**config.mk**
```make
export PLATFORM = sky130hd
export DESIGN_NAME = dda_line_rasterizer
export DESIGN_NICKNAME = d
export VERILOG_FILES = /design/src/hw/rtl/dda_pkg.sv /design/src/hw/rtl/dda_div.sv /design/src/hw/rtl/dda_line_rasterizer.sv
export SDC_FILE = /design/constraint.sdc
export NUM_CORES = 1
export LEC_CHECK = 0
export BUFFER_PORTS_ARGS = -buffer_cell sky130_fd_sc_hd__buf_4
export CAP_MARGIN = 5
export CORE_MARGIN = 2
export CORE_UTILIZATION = 51
export CTS_CLUSTER_DIAMETER = 50
export DETAILED_ROUTE_END_ITERATION = 12
export HOLD_SLACK_MARGIN = 0.02
export PLACE_DENSITY = 0.69
export SLEW_MARGIN = 30
export SYNTH_ARGS = -nofsm -noshare
export SYNTH_HDL_FRONTEND = slang
export SYNTH_SLANG_ARGS = --single-unit
```
**constraint.sdc**
```tcl
create_clock -name clk -period 5.1 [get_ports clk]
set_clock_uncertainty 0.1 [all_clocks]
set_input_delay 0.255 -clock clk [delete_from_list [all_inputs] [get_ports clk]]
set_output_delay 0.255 -clock clk [all_outputs]
set_load 0.01 [all_outputs]
```
**src/hw/rtl/dda_pkg.sv**
```systemverilog
// ----------------------------------------------------------------------------
// DDA line rasterizer package
// Shared types and fixed constants for the line rasterizer.
// ----------------------------------------------------------------------------
package dda_pkg;

    localparam int COLOR_W = 24;
    localparam logic [COLOR_W-1:0] COLOR_RESET = 24'h00FF00;

    typedef enum logic [1:0] {
        ST_IDLE,
        ST_DIV_X,
        ST_DIV_Y,
        ST_EMIT
    } dda_state_t;

endpackage

```
**src/hw/rtl/dda_div.sv**
```systemverilog
// ----------------------------------------------------------------------------
// DDA increment divider
// Restoring divider that forms (dividend << FRAC_BITS) / divisor, one quotient
// bit per cycle, for a dividend that never exceeds the divisor.
// ----------------------------------------------------------------------------
module dda_div #(
    parameter int COORD_BITS = 6,
    parameter int FRAC_BITS  = 16
) (
    input  logic                  clk,
    input  logic                  rst_n,
    input  logic                  start,
    input  logic [COORD_BITS-1:0] dividend,
    input  logic [COORD_BITS-1:0] divisor,
    output logic                  done,
    output logic [FRAC_BITS:0]    quotient
);

    localparam int ITERS = FRAC_BITS + 1;
    localparam int CNT_W = $clog2(ITERS + 1);

    logic                  busy_reg, busy_next;
    logic                  done_reg, done_next;
    logic [CNT_W-1:0]      cnt_reg, cnt_next;
    logic [COORD_BITS:0]   rem_reg, rem_next;
    logic [COORD_BITS-1:0] dvs_reg, dvs_next;
    logic [FRAC_BITS:0]    q_reg, q_next;
    logic [COORD_BITS:0]   rem_sh;
    logic                  ge;

    // The first iteration yields the integer bit and takes the remainder as is.
    always_comb
    begin
        rem_sh = (cnt_reg == CNT_W'(ITERS)) ? rem_reg : {rem_reg[COORD_BITS-1:0], 1'b0};
        ge     = rem_sh >= {1'b0, dvs_reg};
    end

    always_comb
    begin
        busy_next = busy_reg;
        done_next = 1'b0;
        cnt_next  = cnt_reg;
        rem_next  = rem_reg;
        dvs_next  = dvs_reg;
        q_next    = q_reg;
        if (start)
        begin
            busy_next = 1'b1;
            cnt_next  = CNT_W'(ITERS);
            rem_next  = {1'b0, dividend};
            dvs_next  = divisor;
            q_next    = '0;
        end
        else if (busy_reg)
        begin
            rem_next = ge ? (rem_sh - {1'b0, dvs_reg}) : rem_sh;
            q_next   = {q_reg[FRAC_BITS-1:0], ge};
            cnt_next = cnt_reg - CNT_W'(1);
            if (cnt_reg == CNT_W'(1))
            begin
                busy_next = 1'b0;
                done_next = 1'b1;
            end
        end
    end

    always_ff @(posedge clk or negedge rst_n)
    begin
        if (!rst_n)
        begin
            busy_reg <= 1'b0;
            done_reg <= 1'b0;
            cnt_reg  <= '0;
        end
        else
        begin
            busy_reg <= busy_next;
            done_reg <= done_next;
            cnt_reg  <= cnt_next;
        end
    end

    always_ff @(posedge clk)
    begin
        rem_reg <= rem_next;
        dvs_reg <= dvs_next;
        q_reg   <= q_next;
    end

    assign done     = done_reg;
    assign quotient = q_reg;

endmodule

```
**src/hw/rtl/dda_line_rasterizer.sv**
```systemverilog
// ----------------------------------------------------------------------------
// DDA line rasterizer
// Rasterizes one line segment per input word into a stream of pixel words.
// ----------------------------------------------------------------------------
// A segment of n pixels (n is the larger of |dx| and |dy|) occupies the block
// while the shared divider forms the x and then the y increment at one quotient
// bit per cycle, and then one pixel word leaves per cycle while the output is not
// stalled. The input is stalled from acceptance until the last pixel word is
// loaded into the output register. A segment whose start equals its end emits
// nothing.
module dda_line_rasterizer #(
    parameter int COORD_BITS = 6,
    parameter int FRAC_BITS  = 16
) (
    input  logic                         clk,
    input  logic                         rst_n,

    input  logic                         cfg_valid,
    output logic                         cfg_ready,
    input  logic [dda_pkg::COLOR_W-1:0]  cfg_data,

    input  logic                         in_valid,
    output logic                         in_stall,
    input  logic [COORD_BITS-1:0]        start_x,
    input  logic [COORD_BITS-1:0]        start_y,
    input  logic [COORD_BITS-1:0]        end_x,
    input  logic [COORD_BITS-1:0]        end_y,

    output logic                         out_valid,
    input  logic                         out_stall,
    output logic [COORD_BITS-1:0]        pixel_x,
    output logic [COORD_BITS-1:0]        pixel_y,
    output logic [dda_pkg::COLOR_W-1:0]  color_out,
    output logic                         last_pixel
);

    localparam int POS_W  = COORD_BITS + FRAC_BITS + 1;
    localparam int STEP_W = FRAC_BITS + 2;
    localparam logic [POS_W-1:0] HALF = {{(POS_W-1){1'b0}}, 1'b1} << (FRAC_BITS - 1);

    dda_pkg::dda_state_t state_reg, state_next;

    logic [dda_pkg::COLOR_W-1:0] pixel_color_reg;

    logic signed [POS_W-1:0]  x_pos_reg, x_pos_next;
    logic signed [POS_W-1:0]  y_pos_reg, y_pos_next;
    logic signed [STEP_W-1:0] x_step_reg, x_step_next;
    logic signed [STEP_W-1:0] y_step_reg, y_step_next;
    logic [COORD_BITS-1:0]    steps_left_reg, steps_left_next;
    logic [COORD_BITS-1:0]    ady_reg, ady_next;
    logic                     x_neg_reg, x_neg_next;
    logic                     y_neg_reg, y_neg_next;

    logic                     out_valid_reg, out_valid_next;
    logic [COORD_BITS-1:0]    pixel_x_reg, pixel_x_next;
    logic [COORD_BITS-1:0]    pixel_y_reg, pixel_y_next;
    logic [dda_pkg::COLOR_W-1:0] color_reg, color_next;
    logic                     last_reg, last_next;

    logic                     in_take;
    logic                     out_load;
    logic                     dx_neg, dy_neg;
    logic [COORD_BITS-1:0]    adx, ady, steps;

    logic                     div_start;
    logic [COORD_BITS-1:0]    div_dividend;
    logic [COORD_BITS-1:0]    div_divisor;
    logic                     div_done;
    logic [FRAC_BITS:0]       div_quot;
    logic signed [STEP_W-1:0] quot_s;

    logic [POS_W-1:0]         x_rnd, y_rnd;

    assign cfg_ready = 1'b1;

    always_ff @(posedge clk or negedge rst_n)
    begin
        if (!rst_n)
        begin
            pixel_color_reg <= dda_pkg::COLOR_RESET;
        end
        else if (cfg_valid && cfg_ready)
        begin
            pixel_color_reg <= cfg_data;
        end
    end

    always_comb
    begin
        dx_neg = end_x < start_x;
        dy_neg = end_y < start_y;
        adx    = dx_neg ? (start_x - end_x) : (end_x - start_x);
        ady    = dy_neg ? (start_y - end_y) : (end_y - start_y);
        steps  = (adx > ady) ? adx : ady;
    end

    assign in_stall = (state_reg != dda_pkg::ST_IDLE);
    assign in_take  = in_valid && !in_stall;
    assign out_load = (state_reg == dda_pkg::ST_EMIT) && (!out_valid_reg || !out_stall);

    assign div_start    = (in_take && (steps != '0))
                          || ((state_reg == dda_pkg::ST_DIV_X) && div_done);
    assign div_dividend = (state_reg == dda_pkg::ST_IDLE) ? adx : ady_reg;
    assign div_divisor  = (state_reg == dda_pkg::ST_IDLE) ? steps : steps_left_reg;

    dda_div #(
        .COORD_BITS (COORD_BITS),
        .FRAC_BITS  (FRAC_BITS)
    ) u_div (
        .clk      (clk),
        .rst_n    (rst_n),
        .start    (div_start),
        .dividend (div_dividend),
        .divisor  (div_divisor),
        .done     (div_done),
        .quotient (div_quot)
    );

    assign quot_s = $signed({1'b0, div_quot});

    // Positions never leave the tile, but negative values still clamp to zero.
    always_comb
    begin
        x_rnd = x_pos_reg[POS_W-1] ? '0 : ($unsigned(x_pos_reg) + HALF);
        y_rnd = y_pos_reg[POS_W-1] ? '0 : ($unsigned(y_pos_reg) + HALF);
    end

    always_comb
    begin
        state_next      = state_reg;
        x_pos_next      = x_pos_reg;
        y_pos_next      = y_pos_reg;
        x_step_next     = x_step_reg;
        y_step_next     = y_step_reg;
        steps_left_next = steps_left_reg;
        ady_next        = ady_reg;
        x_neg_next      = x_neg_reg;
        y_neg_next      = y_neg_reg;
        out_valid_next  = out_valid_reg && out_stall;
        pixel_x_next    = pixel_x_reg;
        pixel_y_next    = pixel_y_reg;
        color_next      = color_reg;
        last_next       = last_reg;

        unique case (state_reg)
            dda_pkg::ST_IDLE:
            begin
                if (in_take && (steps != '0))
                begin
                    x_pos_next      = $signed({1'b0, start_x, {FRAC_BITS{1'b0}}});
                    y_pos_next      = $signed({1'b0, start_y, {FRAC_BITS{1'b0}}});
                    steps_left_next = steps;
                    ady_next        = ady;
                    x_neg_next      = dx_neg;
                    y_neg_next      = dy_neg;
                    state_next      = dda_pkg::ST_DIV_X;
                end
            end
            dda_pkg::ST_DIV_X:
            begin
                if (div_done)
                begin
                    x_step_next = x_neg_reg ? -quot_s : quot_s;
                    state_next  = dda_pkg::ST_DIV_Y;
                end
            end
            dda_pkg::ST_DIV_Y:
            begin
                if (div_done)
                begin
                    y_step_next = y_neg_reg ? -quot_s : quot_s;
                    state_next  = dda_pkg::ST_EMIT;
                end
            end
            dda_pkg::ST_EMIT:
            begin
                if (out_load)
                begin
                    out_valid_next  = 1'b1;
                    pixel_x_next    = x_rnd[FRAC_BITS +: COORD_BITS];
                    pixel_y_next    = y_rnd[FRAC_BITS +: COORD_BITS];
                    color_next      = pixel_color_reg;
                    last_next       = (steps_left_reg == COORD_BITS'(1));
                    x_pos_next      = x_pos_reg + POS_W'(x_step_reg);
                    y_pos_next      = y_pos_reg + POS_W'(y_step_reg);
                    steps_left_next = steps_left_reg - COORD_BITS'(1);
                    if (steps_left_reg == COORD_BITS'(1))
                    begin
                        state_next = dda_pkg::ST_IDLE;
                    end
                end
            end
            default:
            begin
                state_next = dda_pkg::ST_IDLE;
            end
        endcase
    end

    always_ff @(posedge clk or negedge rst_n)
    begin
        if (!rst_n)
        begin
            state_reg      <= dda_pkg::ST_IDLE;
            steps_left_reg <= '0;
            out_valid_reg  <= 1'b0;
            x_pos_reg      <= '0;
            y_pos_reg      <= '0;
            x_step_reg     <= '0;
            y_step_reg     <= '0;
        end
        else
        begin
            state_reg      <= state_next;
            steps_left_reg <= steps_left_next;
            out_valid_reg  <= out_valid_next;
            x_pos_reg      <= x_pos_next;
            y_pos_reg      <= y_pos_next;
            x_step_reg     <= x_step_next;
            y_step_reg     <= y_step_next;
        end
    end

    always_ff @(posedge clk)
    begin
        ady_reg     <= ady_next;
        x_neg_reg   <= x_neg_next;
        y_neg_reg   <= y_neg_next;
        pixel_x_reg <= pixel_x_next;
        pixel_y_reg <= pixel_y_next;
        color_reg   <= color_next;
        last_reg    <= last_next;
    end

    assign out_valid  = out_valid_reg;
    assign pixel_x    = pixel_x_reg;
    assign pixel_y    = pixel_y_reg;
    assign color_out  = color_reg;
    assign last_pixel = last_reg;

    a_div_done_in_div: assert property (@(posedge clk) disable iff (!rst_n)
        div_done |-> (state_reg == dda_pkg::ST_DIV_X || state_reg == dda_pkg::ST_DIV_Y))
        else $error("Divider finished outside an increment phase.");

    a_emit_has_steps: assert property (@(posedge clk) disable iff (!rst_n)
        (state_reg == dda_pkg::ST_EMIT) |-> (steps_left_reg != '0))
        else $error("Pixel emission with no steps left.");

    a_segment_starts_div: assert property (@(posedge clk) disable iff (!rst_n)
        (in_take && (steps != '0)) |=> (state_reg == dda_pkg::ST_DIV_X))
        else $error("Accepted segment did not start the divider.");

    a_last_ends_segment: assert property (@(posedge clk) disable iff (!rst_n)
        (out_load && (steps_left_reg == COORD_BITS'(1)))
        |=> (state_reg == dda_pkg::ST_IDLE && last_reg && out_valid_reg))
        else $error("Last pixel word did not close the segment.");

endmodule

```
==> results of run 1 <==
[metal layers]
layer,part of all wire,vias up,track usage
met5,0,-,0
met4,0.014,0,0.0588
met3,0.043,31,0.0379
met2,0.46,204,0.346
met1,0.48,4385,0.288
li1,-,4790,-
[final cells by class]
class	count	area, um^2
fill	2029	9380
multi-input combinational	976	6590
sequential	197	5130
timing repair buffer	135	1110
clock buffer	17	425
tap	319	399
inverter	71	267
clock inverter	15	163
[cell families after synthesis]
| logic type | synth area share |
|---|---|
| AND/OR/NAND/NOR | 0.173 |
| AO/OA/AOI/OAI | 0.148 |
| flip-flops | 0.420 |
| buffers and inverters | 0.0415 |
| adder cells (fa/ha/maj) | 0.104 |
| XOR/XNOR | 0.0588 |
| multiplexers | 0.0551 |
| other | 0.000307 |
[stage by stage]
step	total power, mW	instances	hold WS [ps]	worst slack [ps]	instance area (um^2)
after detailed placement	7.08	1671	261	152	13200
after global placement	6.97	1671	322	240	13200
final	8.43	1730	51.1	361	14100
after CTS	8.47	1730	37.9	426	14100
after global routing	9.18	1730	51.7	40.1	14100
after floorplan	5.97	1302	-141	562	12200
[power by group]
group	switching [mW]	internal [mW]	total, mW	leakage (nW)
clock network	0.680	0.658	1.34	0.278
registers	0.490	2.30	2.79	2.16
logic	2.40	1.90	4.30	4.01
[Yosys cell counts (29+ instances only)]
library cell,instances
clkbuf_1,41
mux2_2,34
xnor2_1,33
a21oi_1,80
nand2_1,179
nor2_1,91
edfxtp_1,57
nand3_1,36
dfrtp_1,114
xor2_1,49
o21ai_0,93
inv_1,71
mux2i_1,29
ha_1,90
[critical path, cell delays in order]
cell and delay, ps:
dlygate4sd3_1 520, buf_4 110, inv_1 40, ha_1 220, a21o_1 200, a21o_1 240
nor2_1 210, mux2_2 380, a21o_1 200, ha_1 300, nand3_1 110, a21o_1 160
a21oi_1 120, buf_4 180, inv_1 80, a211oi_1 440, o22ai_1 210, a22oi_2 340
buf_12 250, o21ai_0 110, a221o_1 300
[repair_timing]
action / in CTS / in global routing
endpoints found under the setup margin: 0 / 4
gates resized for setup: 0 / 1
hold buffers: 27 / 0
endpoints found under the hold margin: 95 / 0
[worst max path at each step]
stage / cells after the start / start / to / slack, ps
2_1_floorplan: 21 / end_x[0] / u_div.rem_reg[0]$_DFFE_PP_ / 560
3_3_place_gp: 22 / start_x[0] / steps_left_reg[3]$_DFFE_PN0P_ / 240
3_5_place_dp: 22 / end_x[0] / steps_left_reg[3]$_DFFE_PN0P_ / 150
4_1_cts: 21 / start_x[3] / steps_left_reg[3]$_DFFE_PN0P_ / 430
5_1_grt: 21 / start_x[3] / steps_left_reg[3]$_DFFE_PN0P_ / 40
6_report: 21 / start_x[3] / steps_left_reg[3]$_DFFE_PN0P_ / 360
==> qor.yml, run 1 <==
status: "complete, no violations"
power.density_nw_per_um2: 598
synth-seq-area-share: 0.420
drc_errors: 0
setup_viol: 0
final_cell_mix: "179 x nand2_1, 114 x dfrtp_1, 105 x buf_4, 93 x o21ai_0, 91 x nor2_1"
synth_edf_count: 57
rsz0062_at_grt: "false"
rows: 56
drt_wl_total_um: 26000
syn_inst: 1302
vdd_drop_max_mv: 0.346
avgRoutedWirePerCell_um: 15.0
cp.required_ps: 5330
critPathKind: "in2reg"
fin_crit_ps: 4740
fin_nets: 1548
cts_root_buffer: "clkbuf_16"
clock.fmax_mhz: 211
place.gp.congestion: 0.900
fin_crit_sh: 0.929
syn_area_um2: 12200
place.port_buffers: 91
tightest_slew_ps: 749
grt_pass1_wl_um: 44100
clk_path_buf_depth: 2
via_per_inst: 5.44
fp.dieH_um: 159
hold_path_depth: 3
die_w_um: 159
hold_path.class: "in2reg"
hpwl_um: 18600
finalMaxSlewViolations: 0
grt_start_max_net_pins: 79
start_kind: "primary input"
drive_gt1_frac: 0.144
synth_seq_cells: 197
start_util: 0.521
final_util: 0.600
synth_cell_types: 72
hold_viol_final: 0
postSynthAreaPerCell_um2: 9.39
gr-total-overflow: 0
ant_nets: 0
min_to: "y_pos_reg[20]$_DFFE_PN0P_"
syn_nets: 1452
reg2regPathDepth: 14
synthTopCellsByArea: "dfrtp_1 23%, edfxtp_1 14%, ha_1 9.2%, nand2_1 5.5%, o21ai_0 3.8%"
r2r_slack_ps: 880
antenna_found_initial: 0
tns_ps: 0
drt_pass1_iterations: 5
grt_pass1_vias: 8932
synth_ff_type: "dfrtp_1"
crit_path_max_fanout: 45
end_kind: "register"
maxCapViolCount: 0
final_common_cell: "nand2_1"
drtIter0Drc: 614
cts_tree: "done"
htreeDepth: 4
dr_total_vias: 9410
worstPathArrival_ps: 4970
relSlewSlack: 0.501
cts_buffers: 17
ios: 93
clk_pin_slew_ps: 80
cts.sinks: 197
async_reset_ff_frac: 0.619
ys_warn_count: 0
r2r_end: "u_div.rem_reg[0]$_DFFE_PP_"
antenna_cells: 0
p_leak_nw: 6.45
grtUsageTotal: 0.211
netlist.area_leader.share: 0.233
core-area_um2: 23500
synth.largest_area_cell: "dfrtp_1"
cts_setup_buffers: 0
r2r-start: "u_div.cnt_reg[1]$_DFFE_PN0P_"
insertion_delay_ps: 440
synthToLayoutAreaGrowth_pct: 15.3
die_area_um2: 25200
hp-start: "start_y[4]"
Note: power is estimated with default switching activity, not from simulation.
==> run 2, diff against run 1 <==
Clock period 5.1 ns to 5.6 ns, I/O delays scaled along.
==> qor.yml, run 2 (synthesized netlist as in run 1, its figures left out) <==
path_buf_inv: 7  # +1
finalPower_mw: 7.63  # -9.5%
clk_pin_slew_ps: 80  # about the same
cts_root_buffer: "clkbuf_16"
slowest_stage: "fa_1"
status: "complete, no violations"
die_area_um2: 25200  # unchanged
rows: 56  # unchanged
clk_path_buf_depth: 2  # unchanged
tns_ps: 0  # unchanged
fp.dieH_um: 159  # unchanged
cts_tree: "done"
relSlewSlack: 0.504  # +0.00314
via_per_inst: 5.39  # -0.88%
cts_buffers: 17  # unchanged
place.port_buffers: 91  # unchanged
ios: 93  # unchanged
place.gp.congestion: 0.899  # -0.12%
critPathKind: "in2reg"
antenna_found_initial: 0  # unchanged
insertion_delay_ps: 440  # about the same
antenna_cells: 0  # unchanged
slowest_delay_ps: 400  # -120 ps
drt_wl_total_um: 26000  # about the same
ant_nets: 0  # unchanged
avgRoutedWirePerCell_um: 15.1  # +0.22%
clock.fmax_mhz: 210
maxCapViolCount: 0  # unchanged
finalMaxSlewViolations: 0  # unchanged
start_kind: "primary input"
crit_path_max_fanout: 47  # +4.4%
crit_family: "compound AO/OA/AOI/OAI gates"
core-area_um2: 23500  # unchanged
hpwl_um: 18600  # about the same
htreeDepth: 4  # unchanged
end_kind: "register"
crit_chain: "buf_4 -> inv_1 -> ha_1 -> inv_1 -> fa_1 -> a21o_1 -> and4_1 -> nor2_1 -> mux2_2 -> a21o_1 -> ha_1 -> nand3_1 -> a21o_1 -> a21oi_1 -> buf_4 -> inv_1 -> a211oi_1 -> o22ai_1 -> a22oi_2 -> buf_4 -> buf_12 -> a2111oi_0 -> nor3_1"
grt_start_max_net_pins: 67  # -15%
grt_pass1_vias: 9025  # +1.0%
fillerInstances: 2013  # -0.79%
fin_crit_ps: 4770
vdd_drop_max_mv: 0.319  # -8.0%
die_w_um: 159  # unchanged
fin_crit_sh: 0.852
p_leak_nw: 6.43  # -0.31%
setup_viol: 0  # unchanged
power.density_nw_per_um2: 544  # -9.0%
final_cell_mix: "179 x nand2_1, 114 x dfrtp_1, 103 x buf_4, 93 x o21ai_0, 91 x nor2_1"
dr_total_vias: 9300  # -1.2%
final_common_cell: "nand2_1"
worstPathArrival_ps: 5020  # +50 ps
cts.sinks: 197  # unchanged
final_util: 0.597  # -0.00304
drtIter0Drc: 523  # -15%
cp.required_ps: 5850  # +520 ps
drt_pass1_iterations: 5  # unchanged
start_util: 0.521  # unchanged
fin_nets: 1543  # -0.32%
hold_path.class: "in2reg"
gr-total-overflow: 0  # unchanged
drc_errors: 0  # unchanged
synthToLayoutAreaGrowth_pct: 14.7
grtUsageTotal: 0.211  # about the same
tightest_slew_ps: 742  # -7.46 ps
drive_gt1_frac: 0.141  # -0.00304
cts-resized-gates: 0  # unchanged
grt_pass1_wl_um: 44400  # +0.56%
hold_viol_final: 0  # unchanged
rsz0062_at_grt: "false"
-- run 2: layer usage --
| layer | vias up | wire length [um] | track usage |
|---|---|---|---|
| met5 | - | 0 | 0 |
| met2 | 168 | 12200 | 0.352 |
| met1 | 4340 | 12700 | 0.293 |
| met3 | 25 | 879 | 0.0274 |
| li1 | 4767 | - | - |
| met4 | 0 | 272 | 0.0488 |
-- run 2: power by group --
group          internal, mW  switching, mW
Clock                 0.608          0.598
Sequential             2.10          0.457
Combinational          1.71           2.16
-- run 2: path summary, 6_finish.rpt --
check,start,cells after the start,slack (ps),endpoint
setup / recovery,end_x[0],23,830,x_pos_reg[19]$_DFFE_PN0P_
hold / removal,out_stall,3,30,out_valid$_DFF_PN0_
setup reg to reg,u_div.cnt_reg[1]$_DFFE_PN0P_,15,1330,u_div.rem_reg[0]$_DFFE_PP_
hold reg to reg,pixel_color_reg[5]$_DFFE_PN0P_,0,350,color_out[5]$_DFFE_PP_
max in group asynchronous,rst_n,3,3880,y_pos_reg[20]$_DFFE_PN0P_
min in group asynchronous,rst_n,2,330,pixel_color_reg[5]$_DFFE_PN0P_
-- run 2: through the flow --
| step | cell area [um^2] | hold WS, ps | worst slack [ps] | std cells |
|---|---|---|---|---|
| CTS | 14000 | 26.9 | 869 | 1725 |
| finish | 14000 | 29.3 | 828 | 1725 |
| global placement | 13200 | 323 | 601 | 1668 |
| detailed placement | 13200 | 329 | 422 | 1668 |
| global route | 14000 | 72.2 | 395 | 1725 |
| floorplan | 12200 | -116 | 1040 | 1302 |
-- run 2: layout make-up --
class / count / area, um^2 / share of cell area
multi-input cells: 976 / 6590 / 0.470
flip-flops and latches: 197 / 5130 / 0.366
repair buffers: 130 / 1050 / 0.0752
clock buffers: 19 / 443 / 0.0316
well taps: 319 / 399 / 0.0285
inverters: 71 / 267 / 0.0190
clock inverters: 13 / 135 / 0.00964
-- run 2: worst register-to-register path, cell delays in order, from the launching register on --
cell	delay, ps
dfrtp_1	410
inv_1	90
ha_1	170
and3_1	430
mux2_2	430
ha_1	290
nor2b_1	130
o21ai_0	190
a21oi_1	120
o21a_1	190
o21ai_0	210
nor2b_1	450
buf_4	270
mux2i_1	110
a21o_1	160
a221o_1	280
-- run 2: repair_timing --
action	4_1_cts	5_1_grt
endpoints found under the hold margin	81	0
setup buffers	0	0
hold buffers	25	0
==> run 3, diff against run 2 <==
Settings changed: CORE_UTILIZATION 51 to 55, GPL_TIMING_DRIVEN set to 0, PLACE_DENSITY 0.69 to 0.74.
==> qor.yml, run 3 (synthesized netlist as in run 1, its figures left out) <==
status: "complete, no violations"
avgRoutedWirePerCell_um: 16.3  # +8.1%
worstPathArrival_ps: 5250  # +230 ps
drtIter0Drc: 560  # +7.1%
place.gp.congestion: 0.896  # -0.32%
die_w_um: 153  # -3.6%
grt_start_max_net_pins: 84  # +25%
drc_errors: 0  # unchanged
cp.required_ps: 5680  # -170 ps
dr_total_vias: 9827  # +5.7%
drive_gt1_frac: 0.142  # +0.000756
fp.dieH_um: 153  # -3.6%
place.port_buffers: 90  # -1.1%
hold_viol_final: 0  # unchanged
final_common_cell: "nand2_1"
fin_crit_ps: 5170  # +399 ps
power.density_nw_per_um2: 549  # +0.83%
cts_root_buffer: "clkbuf_16"
synthToLayoutAreaGrowth_pct: 15.6
multi_input_area_um2: 6590  # about the same
p_leak_nw: 6.48  # +0.69%
fillerInstances: 1738  # -14%
fin_crit_sh: 0.923  # +0.0713
insertion_delay_ps: 450  # about the same
vdd_drop_max_mv: 0.258  # -19%
cts.sinks: 197  # unchanged
antenna_cells: 0  # unchanged
critPathKind: "in2reg"
finalMaxSlewViolations: 0  # unchanged
finalPower_mw: 7.76  # +1.7%
grt_pass1_vias: 9407  # +4.2%
cts_buffers: 17  # unchanged
gr-total-overflow: 0  # unchanged
final_cells: 1735  # +0.58%
grt_pass1_wl_um: 46800  # +5.4%
antenna_found_initial: 0  # unchanged
tightest_slew_ps: 791  # +49.2 ps
drt_pass1_iterations: 5  # unchanged
dp_slack_ps: -310  # -733 ps
cts_tree: "done"
clk_path_buf_depth: 2  # unchanged
htreeDepth: 4  # unchanged
drt_wl_total_um: 28300  # +8.7%
end_kind: "register"
relSlewSlack: 0.473  # -0.0310
core-area_um2: 21800  # -7.0%
fin_area_um2: 14100  # +0.85%
maxCapViolCount: 0  # unchanged
dp_cells: 1674  # +0.36%
crit_path_max_fanout: 10  # -79%
clock.fmax_mhz: 193  # -7.7%
grtUsageTotal: 0.246  # +0.0348
hpwl_um: 21000  # +12%
fin_nets: 1592  # +3.2%
postPlaceCellArea_um2: 13300  # +0.90%
setup_slack_ps: 429  # -399 ps
rows: 54  # -3.6%
start_util: 0.560  # +0.0394
via_per_inst: 5.66  # +5.1%
clk_pin_slew_ps: 70  # about the same
seqCellArea_um2: 5130  # unchanged
ant_nets: 0  # unchanged
die_area_um2: 23400  # -7.1%
rsz0062_at_grt: "false"
ios: 93  # unchanged
setup_viol: 0  # unchanged
hold_path.class: "in2reg"
final_cell_mix: "179 x nand2_1, 114 x dfrtp_1, 93 x o21ai_0, 93 x buf_4, 91 x nor2_1"
start_kind: "primary input"
## run 3: cell types whose count changed in the layout (fill, tap and decap cells not counted), sizes merged
cell	delta
inv	-1
buf	+7
clkbuf	+39
clkinvlp	+4
clkinv	-1
dlygate4sd3	+1
## run 3: worst paths after layout
check,startpoint,end,slack [ps],cells after the start
worst min register to register,pixel_color_reg[4]$_DFFE_PN0P_,color_out[4]$_DFFE_PP_,350,0
worst max register to register,u_div.cnt_reg[3]$_DFFE_PN0P_,u_div.rem_reg[3]$_DFFE_PP_,1200,14
min in group asynchronous,rst_n,x_step_reg[1]$_DFFE_PN0P_,200,2
worst min-delay path,start_y[4],y_pos_reg[20]$_DFFE_PN0P_,60,3
max in group asynchronous,rst_n,pixel_color_reg[14]$_DFFE_PN1P_,4500,3
worst max-delay path,end_x[0],u_div.rem_reg[5]$_DFFE_PP_,430,21
## run 3: where the power goes
part / internal (mW) / switching, mW / total, mW
clock: 0.578 / 0.579 / 1.16
combinational: 1.74 / 2.36 / 4.10
sequential: 2.10 / 0.406 / 2.50
total: 4.42 / 3.34 / 7.76
## run 3: area by class of cell
| cell class | count | area share |
|---|---|---|
| buffer | 58 | 0.0170 |
| clock inverter | 15 | 0.00832 |
| tap | 280 | 0.0248 |
| inverter | 71 | 0.0189 |
| multi-input combinational | 976 | 0.466 |
| clock buffer | 17 | 0.0301 |
| timing repair buffer | 121 | 0.0717 |
| sequential | 197 | 0.363 |
## run 3: critical path, stage by stage
cell and delay, ps:
buf_4 120, inv_1 50, ha_1 140, inv_1 50, fa_1 400, a21o_1 210
and4_1 250, nor2_1 280, mux2_2 390, a21o_1 230, ha_1 310, nand3_1 110
a21o_1 170, a21oi_1 250, inv_1 160, a211oi_1 580, o22ai_1 240, nand2_1 170
buf_2 260, o21ai_2 160, or2_2 420
## run 3: through the flow
stage	util	setup TNS (ps)	hold slack, ps
2_1_floorplan	-	0	-116
3_3_place_gp	0.607	-8240	323
3_5_place_dp	0.610	-12980	85.3
4_1_cts	0.646	0	58.0
5_1_grt	0.648	0	80.2
6_report	0.648	0	57.3
## run 3: repair_timing
action / in CTS / in global routing
gates resized for setup: 0 / 1
hold endpoints to repair: 64 / 0
setup buffers: 0 / 3
hold buffers: 26 / 0
setup endpoints to repair: 0 / 63
## run 3: per-layer routing
layer  wire [um]  global-route usage
met1       12800               0.339
met2       13400               0.407
met3        1500              0.0346
met5           0                   0
met4         512              0.0719
